File: config.mk
export PLATFORM = sky130hd
export DESIGN_NAME = lbd_ctrl
export DESIGN_NICKNAME = d
export VERILOG_FILES = /design/src/sv/lbd_pkg.sv /design/src/sv/lbd_ctrl.sv
export SDC_FILE = /design/constraint.sdc
export NUM_CORES = 1
export LEC_CHECK = 0
export ABC_AREA = 1
export BUFFER_PORTS_ARGS = -buffer_cell sky130_fd_sc_hd__buf_2
export CAP_MARGIN = 20
export CORE_AREA = 2 2 39 41
export DETAILED_ROUTE_END_ITERATION = 12
export DIE_AREA = 0 0 41 43
export PLACE_DENSITY = 0.49
export SKIP_CTS_REPAIR_TIMING = 1
export SYNTH_ARGS = -nofsm -noshare
export SYNTH_HDL_FRONTEND = slang
export SYNTH_SLANG_ARGS = --single-unit
File: constraint.sdc
create_clock -name clk -period 1.23 [get_ports clk]
set_input_delay 0.0615 -clock clk [delete_from_list [all_inputs] [get_ports clk]]
set_output_delay 0.0615 -clock clk [all_outputs]
set_load 0.01 [all_outputs]
File: src/sv/lbd_pkg.sv
// ----------------------------------------------------------------------------
// lbd_pkg
// Shared types and constants of the Laplacian blur detector.
// ----------------------------------------------------------------------------
package lbd_pkg;

  // field widths
  localparam int PIX_W      = 8;
  localparam int MEAN_W     = 8;
  localparam int VAR_W      = 14;
  localparam int THR_W      = 15;
  localparam int SIZE_W     = 11;
  localparam int CFG_IDX_W  = 2;
  localparam int CFG_DATA_W = 15;

  // register indexes
  localparam logic [CFG_IDX_W-1:0] CFG_FRAME_WIDTH  = 2'd0;
  localparam logic [CFG_IDX_W-1:0] CFG_FRAME_HEIGHT = 2'd1;
  localparam logic [CFG_IDX_W-1:0] CFG_BLUR_THR     = 2'd2;

  // register reset values
  localparam logic [SIZE_W-1:0] WIDTH_RST  = 11'd640;
  localparam logic [SIZE_W-1:0] HEIGHT_RST = 11'd480;
  localparam logic [THR_W-1:0]  THR_RST    = 15'd2000;

  // filter and statistics constants
  localparam int MIN_SIZE   = 3;
  localparam int LAP_WEIGHT = 4;
  localparam int K_MEAN     = 8;
  localparam int K_VAR      = 14;
  localparam int QUO_W      = K_VAR + 1;

  localparam logic [MEAN_W-1:0] MEAN_MAX = 8'd255;
  localparam logic [VAR_W-1:0]  VAR_MAX  = 14'd16383;

  typedef enum logic [3:0] {
    ST_PIXEL,
    ST_DRAIN,
    ST_SIZE,
    ST_N2,
    ST_NSQ,
    ST_SS,
    ST_THR,
    ST_MEAN,
    ST_VAR,
    ST_OUT
  } state_t;

  typedef enum logic [2:0] {
    OP_SIZE,
    OP_N2,
    OP_NSQ,
    OP_SS,
    OP_THR,
    OP_MEAN,
    OP_VAR
  } op_t;

  typedef struct packed {
    logic accept;
    logic load;
    op_t  op;
  } cmd_t;

  typedef struct packed {
    logic frame_end;
    logic busy;
  } sts_t;

endpackage

File: src/sv/lbd_ctrl.sv
// ----------------------------------------------------------------------------
// lbd_ctrl
// Frame sequencer: streams pixels, then walks the end-of-frame arithmetic.
// ----------------------------------------------------------------------------
module lbd_ctrl (
  input  logic            clk,
  input  logic            rst_n,
  input  logic            in_valid,
  output logic            in_ready,
  output logic            out_valid,
  input  logic            out_ready,
  input  lbd_pkg::sts_t   sts,
  output lbd_pkg::cmd_t   cmd
);
  import lbd_pkg::*;

  state_t state_r, state_nxt;

  // state register
  always_ff @(posedge clk) begin
    if (!rst_n) begin
      state_r <= ST_PIXEL;
    end else begin
      state_r <= state_nxt;
    end
  end

  // next state
  always_comb begin
    state_nxt = state_r;
    case (state_r)
      ST_PIXEL: if (sts.frame_end) state_nxt = ST_DRAIN;
      ST_DRAIN: state_nxt = ST_SIZE;
      ST_SIZE:  state_nxt = ST_N2;
      ST_N2:    if (!sts.busy) state_nxt = ST_NSQ;
      ST_NSQ:   if (!sts.busy) state_nxt = ST_SS;
      ST_SS:    if (!sts.busy) state_nxt = ST_THR;
      ST_THR:   if (!sts.busy) state_nxt = ST_MEAN;
      ST_MEAN:  if (!sts.busy) state_nxt = ST_VAR;
      ST_VAR:   if (!sts.busy) state_nxt = ST_OUT;
      ST_OUT:   if (out_ready) state_nxt = ST_PIXEL;
      default:  state_nxt = ST_PIXEL;
    endcase
  end

  // outputs; an operation is launched on the edge that enters its state
  always_comb begin
    in_ready   = (state_r == ST_PIXEL);
    out_valid  = (state_r == ST_OUT);
    cmd.accept = in_valid && (state_r == ST_PIXEL);
    cmd.load   = (state_nxt != state_r) &&
                 (state_nxt inside {ST_SIZE, ST_N2, ST_NSQ, ST_SS, ST_THR, ST_MEAN, ST_VAR});
    case (state_nxt)
      ST_N2:   cmd.op = OP_N2;
      ST_NSQ:  cmd.op = OP_NSQ;
      ST_SS:   cmd.op = OP_SS;
      ST_THR:  cmd.op = OP_THR;
      ST_MEAN: cmd.op = OP_MEAN;
      ST_VAR:  cmd.op = OP_VAR;
      default: cmd.op = OP_SIZE;
    endcase
  end

  a_one_side: assert property (@(posedge clk) disable iff (!rst_n)
    !(in_ready && out_valid))
    else $error("input taken while a result is pending");

  a_frame_drain: assert property (@(posedge clk) disable iff (!rst_n)
    sts.frame_end |=> (state_r == ST_DRAIN))
    else $error("last pixel did not start the frame drain");

  a_load_idle: assert property (@(posedge clk) disable iff (!rst_n)
    cmd.load |-> !sts.busy)
    else $error("operation launched while arithmetic unit busy");

endmodule

# ---- Yosys cells after proc, flatten, opt, wreduce, memory -nomap -nowiden
# Cells that the tools add are included.
dict set report word_totals {
  register_bits 4
  input_bits 6
  output_inout_bits 7
  elab_cells 32
}
dict set report op_classes {
  n_eq_ne 17
  muxes 10
  reduce_logical 4
}
# operator count
set op_table {}
lappend op_table {{$pmux W4 S10} 1}
lappend op_table {{$eq A4 B3 Y1 const B} 8}
lappend op_table {{$mux W4} 8}
lappend op_table {{$pmux W3 S6} 1}
lappend op_table {{$eq A4 B2 Y1 const B} 4}
lappend op_table {{$eq A4 B4 Y1 const B} 3}
lappend op_table {{$reduce_bool A7 Y1} 1}
lappend op_table {{$eq A4 B1 Y1 const B} 1}
lappend op_table {{$logic_not A4 Y1} 1}
lappend op_table {{$ne A4 B4 Y1} 1}
lappend op_table {{$logic_and A1 B1 Y1} 2}

# ---- Logic depth before layout (Yosys ltp)
# Gate-level depths: netlist of the first run.
dict set report logic_depth {
  word_depth 5
  ltp_mapped 10
  mapped_depth_nobuf 10
}

# ---- Least setup slack after synthesis of the first run
# OpenSTA, ideal clock, no wires.
dict set report synth_timing {
  path_type {register to output}
  from {register state_r[3]}
  to {output cmd[3] (netlist bit)}
  arrival_ns 1.141
  required_ns 1.168
  setup_slack_ns 0.027
  stages_incl_launch_ff 11
  n_path_buf 0
  cell_sequence {dfxtp_1 > inv_1 > nand2_1 > inv_1 > nand2_1 > nand2_1 > nand2_2 > and2_1 > nand2_1 > inv_1 > nor2_1}
}
# item line
set synth_lines {}
lappend synth_lines {{start: declaration} lbd_ctrl.sv:17} ;# state_t state_r, state_nxt;
lappend synth_lines {{start signal: assignment} lbd_ctrl.sv:24} ;# state_r <= state_nxt;
lappend synth_lines {{end: declaration} lbd_ctrl.sv:13} ;# output lbd_pkg::cmd_t cmd

==> impl_metrics.env, run 1 <==
export IMPL_cts_root_buf="clkbuf_4"
export IMPL_r2r_end="state_r[0]$_SDFF_PN0_"
export IMPL_crit_required_ps=1170
export IMPL_worst_slew_pin_slew_ps=264.3
export IMPL_p_comb_share_pct=40.5
export IMPL_final_hold_viol_count=0
export IMPL_postLayoutSetupSlackWorst_ps=-288.7
export IMPL_port_buffers=12
export IMPL_endpoint="cmd[3]"
export IMPL_ys_warn_count=0
export IMPL_fin_crit_sh_pct=123.5
export IMPL_clk_insertion_delay_late_ps=230
export IMPL_gp_congestion=0.7393
export IMPL_grt_overflow_total=0
export IMPL_switchingPower_uw=188.8
export IMPL_pwr_density_cell_nw_per_um2=889.6
export IMPL_crit_path_start_kind="flop"
export IMPL_clock_sinks=4
export IMPL_slew_viol_final=0
export IMPL_cp_end_kind="primary output"
export IMPL_fmax_ghz=0.6585
export IMPL_detail_route_antenna_nets=0
export IMPL_crit_arrival_ps=1460
export IMPL_post_dp_cell_area_um2=508.0
export IMPL_top_register="state_r"
export IMPL_finalSetupTns_ps=-970.3
export IMPL_yosys_area_share_simple_pct=50.68
export IMPL_synth_area_um2=367.9
export IMPL_startpoint="state_r[2]$_SDFF_PN0_"
export IMPL_clkPwrFrac_pct=29.3
export IMPL_cts_buffers=3
export IMPL_dp_hpwl_um=720.6
export IMPL_grt_max_degree=7
export IMPL_power_internal_uw=347.7
export IMPL_num_antenna_cells=0
export IMPL_io_pins=13
export IMPL_layout_nets=100
export IMPL_clockBufferDepth=2
export IMPL_grt_pass1_vias=406
export IMPL_p_leak_nw=0.3534
export IMPL_synth_area_top_cells="dfxtp_1 (22%), nand2_1 (17%), inv_1 (15%), nor2_1 (11%), nand3_1 (8.2%)"
export IMPL_synth_fp_nets=74
export IMPL_yosysSeqAreaShare_pct=21.77
export IMPL_synth_cells=68
export IMPL_sequentialPowerShare_pct=30.2
export IMPL_synth_xor_xnor_area_share_pct=0
export IMPL_mostFrequentLayoutCells="nand2_1 (16), inv_1 (12), buf_2 (12)"
export IMPL_swShare_pct=35.19
export IMPL_ys_ff_latch=4
export IMPL_synthMuxAreaShare_pct=0
export IMPL_drive_gt1_share_pct=44.57
export IMPL_dieArea_um2=1763
export IMPL_cap_violations=0
export IMPL_first_iter_violations=1
export IMPL_r2r_start="state_r[2]$_SDFF_PN0_"
export IMPL_reg_largest_list="state_r: 4 flops"
export IMPL_synth_compound_area_share_pct=12.24
export IMPL_area_growth_syn_to_layout_pct=63.95
export IMPL_wl_mm=1.025
export IMPL_globalRouteTotalUtil_pct=11.76
export IMPL_fp_row_count=14
export IMPL_largest_reg_flops=4
export IMPL_ys_types=16
export IMPL_vias=494
export IMPL_final_common_cell="nand2_1"
export IMPL_synth_top_family_by_area="simple AND/OR/NAND/NOR gates"
export IMPL_antenna_found_initial=0
export IMPL_status="finished with violations"
export IMPL_vias_per_cell=4.574
export IMPL_rsz0062_at_grt="yes"
export IMPL_synth_top_area_share_pct=21.77
export IMPL_start_util_pct=26.58
export IMPL_htree_levels=1
export IMPL_syn_area_per_cell_um2=5.410
export IMPL_first_pass_iters=2
export IMPL_grt_pass1_wl_mm=1.435
export IMPL_cts_reportedPaths_clkPinSlew_ps=40
export IMPL_placeableCoreArea_um2=1384
export IMPL_reg2regPathDepth=6
export IMPL_fin_skew_ps=1.318
export IMPL_layout_min_cycle_time_ps=1519
export IMPL_fin_area_um2=603.1
export IMPL_path_class="flop to primary output"
export IMPL_cp_max_fo=5
export IMPL_relSlewSlack_pct=82.34
export IMPL_holdCritStartpoint="rst_n"
export IMPL_setup_viol=4
export IMPL_tritoncts="yes"
export IMPL_violations="setup timing"
export IMPL_synth_top_area_cell="dfxtp_1"
export IMPL_die_h_um=43
export IMPL_hold_path_class="primary input to flop"
export IMPL_synthAdderAreaFrac_pct=0
export IMPL_final_util_pct=43.58
export IMPL_post_drt_wl_per_cell_um=9.491
export IMPL_dieWidth_um=41
export IMPL_rrSetupSlack_ps=40
export IMPL_remaining_drc_errors=0
export IMPL_peakVddDrop_mv=0.3390
## layout make-up
type	count	area (µm²)
timing repair buffer	21	131.4
clock buffer	3	22.52
multi-input combinational	49	280.3
tap	16	20.02
fill	150	780.7
inverter	15	56.30
sequential	4	92.59
## synthesized netlist by cell type
| library cell | number |
|---|---|
| inv_1 | 15 |
| and2_1 | 1 |
| nand3_2 | 2 |
| nand2_1 | 17 |
| a31oi_1 | 2 |
| nor3_1 | 1 |
| o21ai_0 | 3 |
| dfxtp_1 | 4 |
| o211ai_1 | 1 |
| a21oi_1 | 1 |
| nor3b_1 | 1 |
| and3_1 | 1 |
| nand2_2 | 1 |
| o21ai_1 | 1 |
| nand3_1 | 6 |
| nor2_1 | 11 |
## metal layers
layer / share of wire [%] / vias to the layer above / track usage [%]
met5: 0 / - / 0
met4: 0 / 0 / 8.000
met3: 3.0 / 0 / 1.571
met2: 57 / 6 / 18.13
met1: 40 / 225 / 14.19
li1: - / 263 / -
## worst max-delay path, cell delays in order, from the launching register on
cell	delay, ps
dfxtp_4	380
nor2_2	40
buf_4	140
nand3_2	80
inv_1	60
nor2_1	90
nand3_1	110
nand2_1	90
inv_1	40
nor2_1	70
buf_2	130
## how the worst min path moves through the flow
stage / end / cells after the start / slack (ps)
after floorplan: state_r[3]$_SDFF_PN0_ / 2 / 160
after global routing: state_r[3]$_SDFF_PN0_ / 3 / 60
after CTS: state_r[3]$_SDFF_PN0_ / 3 / 30
after detailed placement: state_r[3]$_SDFF_PN0_ / 3 / 270
after global placement: state_r[3]$_SDFF_PN0_ / 3 / 270
final: state_r[3]$_SDFF_PN0_ / 3 / 30
## stage by stage
| step | cells | power [mW] | hold slack [ps] | setup slack [ps] |
|---|---|---|---|---|
| 3_3_place_gp | 104 | 0.3471 | 265.0 | -173.8 |
| 2_1_floorplan | 68 | 0.2706 | 159.1 | 27.32 |
| 4_1_cts | 107 | 0.5109 | 30.68 | -427.7 |
| 5_1_grt | 108 | 0.5752 | 59.99 | -411.2 |
| 3_5_place_dp | 104 | 0.3445 | 272.4 | -167.4 |
| 6_report | 108 | 0.5365 | 32.65 | -288.7 |
## power by group through the flow
stage          Sequential, mW  Clock [mW]  Combinational, mW
6_report                0.162       0.157              0.217
5_1_grt                 0.163       0.170              0.242
4_1_cts                 0.152       0.167              0.192
3_5_place_dp            0.154           0              0.191
3_3_place_gp            0.154           0              0.193
2_1_floorplan           0.151           0              0.120
## cell families after synthesis
logic type / after synthesis
AND/OR/NAND/NOR: 41
AO/OA/AOI/OAI: 8
buffers and inverters: 15
flip-flops: 4
Power figures use the tool's default switching activity.
==> inputs of run 2 (changes only) <==
--- a/config.mk
+++ b/config.mk
@@ -12,6 +12,7 @@
 export DETAILED_ROUTE_END_ITERATION = 12
 export DIE_AREA = 0 0 41 43
 export PLACE_DENSITY = 0.49
+export SETUP_SLACK_MARGIN = 0.5
 export SKIP_CTS_REPAIR_TIMING = 1
 export SYNTH_ARGS = -nofsm -noshare
 export SYNTH_HDL_FRONTEND = slang
==> run 2 against run 1 <==
- combinational power grew 15%
- register-to-register slack about the same
- highest routed layer unchanged
- global-route usage grew 1.1 points
- non-clock buffer count decreased by 1
- critical path type unchanged
- critical path depth down 3
- clock power hardly changed
- flip-flop and latch count unchanged
- the flow still finishes with violations (setup timing)
- count of clock-buffer cells in the layout is the same
- via count increased by 0.81%
==> impl_metrics.env, run 2 (synthesized netlist as in run 1, its figures left out) <==
export IMPL_remaining_drc_errors=0
export IMPL_crit_path_start_kind="flop"
export IMPL_vias=498
export IMPL_p_comb_share_pct=43.6
export IMPL_path_buf_inv=2
export IMPL_first_pass_iters=4
export IMPL_sequentialPowerShare_pct=28.6
export IMPL_pwr_density_cell_nw_per_um2=859.9
export IMPL_clock_sinks=4
export IMPL_reg_largest_list="state_r: 4 flops"
export IMPL_first_iter_violations=3
export IMPL_cts_buffers=3
export IMPL_layout_nets=99
export IMPL_path_depth=7
export IMPL_finalSetupTns_ps=-988.9
export IMPL_crit_arrival_ps=1460
export IMPL_hold_path_class="primary input to flop"
export IMPL_largest_reg_flops=4
export IMPL_peakVddDrop_mv=0.5048
export IMPL_slew_viol_final=0
export IMPL_relSlewSlack_pct=81.72
export IMPL_path_class="flop to primary output"
export IMPL_clk_insertion_delay_late_ps=230
export IMPL_antenna_found_initial=0
export IMPL_gp_congestion=0.7251
export IMPL_cp_cell_sequence="nand3_4 -> o211ai_1 -> nand3_2 -> nand2_1 -> inv_1 -> nor2_2 -> buf_2"
export IMPL_layout_min_cycle_time_ps=1521
export IMPL_power_internal_uw=364.2
export IMPL_final_hold_viol_count=0
export IMPL_grt_max_degree=7
export IMPL_reg2regPathDepth=6
export IMPL_cp_end_kind="primary output"
export IMPL_finalPower_uw=573.5
export IMPL_io_pins=13
export IMPL_max_stage_delay_ps=410
export IMPL_area_growth_syn_to_layout_pct=81.29
export IMPL_globalRouteTotalUtil_pct=12.85
export IMPL_grt_overflow_total=0
export IMPL_fmax_ghz=0.6575
export IMPL_vias_per_cell=4.654
export IMPL_cap_violations=0
export IMPL_final_common_cell="buf_2"
export IMPL_fin_crit_sh_pct=123.6
export IMPL_p_leak_nw=0.3621
export IMPL_dieWidth_um=41
export IMPL_post_drt_wl_per_cell_um=9.738
export IMPL_violations="setup timing"
export IMPL_switchingPower_uw=209.2
export IMPL_start_util_pct=26.58
export IMPL_worst_slew_pin_slew_ps=273.0
export IMPL_crit_required_ps=1170
export IMPL_rsz0062_at_grt="yes"
export IMPL_top_register="state_r"
export IMPL_wl_mm=1.042
export IMPL_die_h_um=43
export IMPL_tritoncts="yes"
export IMPL_cp_max_fo=5
export IMPL_swShare_pct=36.49
export IMPL_grt_pass1_wl_mm=1.497
export IMPL_cts_root_buf="clkbuf_4"
export IMPL_placeableCoreArea_um2=1384
export IMPL_postLayoutSetupSlackWorst_ps=-290.9
export IMPL_fin_skew_ps=5.612
export IMPL_cts_reportedPaths_clkPinSlew_ps=40
export IMPL_dieArea_um2=1763
export IMPL_whs_path_depth=3
export IMPL_setup_viol=5
export IMPL_mostFrequentLayoutCells="buf_2 (12), nand2_1 (9), inv_1 (9)"
export IMPL_htree_levels=1
export IMPL_grt_pass1_vias=396
export IMPL_crit_family="flip-flops"
export IMPL_status="finished with violations"
export IMPL_slowest_stage="dfxtp_4"
export IMPL_num_antenna_cells=0
export IMPL_clockBufferDepth=2
export IMPL_dp_hpwl_um=759.4
export IMPL_port_buffers=12
export IMPL_clkPwrFrac_pct=27.8
export IMPL_detail_route_antenna_nets=0
export IMPL_fp_row_count=14
export IMPL_drive_gt1_share_pct=62.64
[run 2: power groups by stage]
| stage | registers, mW | clock network, mW | logic (mW) |
|---|---|---|---|
| global placement | 0.162 | 0 | 0.201 |
| global route | 0.166 | 0.178 | 0.280 |
| finish | 0.164 | 0.159 | 0.250 |
| floorplan | 0.158 | 0 | 0.133 |
| detailed placement | 0.162 | 0 | 0.202 |
| CTS | 0.160 | 0.169 | 0.203 |
[run 2: worst register-to-register path, stage by stage (launching register included)]
cell      delay (ps)
dfxtp_4          410
nand3_4          110
o211ai_1         280
buf_4            170
buf_6             80
nand2_2           40
inv_2             30
[run 2: area by class of cell]
type	instances	area (µm²)
clock buffer	3	22.52
timing repair buffer	20	123.9
sequential	4	95.09
tap	16	20.02
fill	151	716.9
inverter	15	58.81
multi-input combinational	49	346.6
[run 2: final timing paths]
kind	slack [ps]	from	to
hold / removal	40	rst_n	state_r[3]$_SDFF_PN0_
setup / recovery	-290	state_r[1]$_SDFF_PN0_	cmd[3]
hold reg to reg	830	state_r[0]$_SDFF_PN0_	state_r[2]$_SDFF_PN0_
setup reg to reg	40	state_r[1]$_SDFF_PN0_	state_r[3]$_SDFF_PN0_
[run 2: metal layers]
metal / wire length (µm) / track usage [%] / vias to the layer above
met2: 535 / 18.75 / 13
met5: 0 / 0 / -
met4: 0 / 8.000 / 0
met1: 459 / 16.08 / 224
met3: 46 / 3.141 / 0
li1: - / - / 261
[run 2: through the flow]
step	setup slack (ps)	instance area [µm²]	util [%]	std cells	hold slack, ps
2_1_floorplan	137.2	407.9	-	68	159.1
3_3_place_gp	-64.35	533.0	38.52	102	266.5
3_5_place_dp	-60.64	533.0	38.52	102	267.5
4_1_cts	-325.4	555.5	40.14	105	25.51
5_1_grt	-390.3	666.9	48.19	107	38.49
6_report	-290.9	666.9	48.19	107	38.56
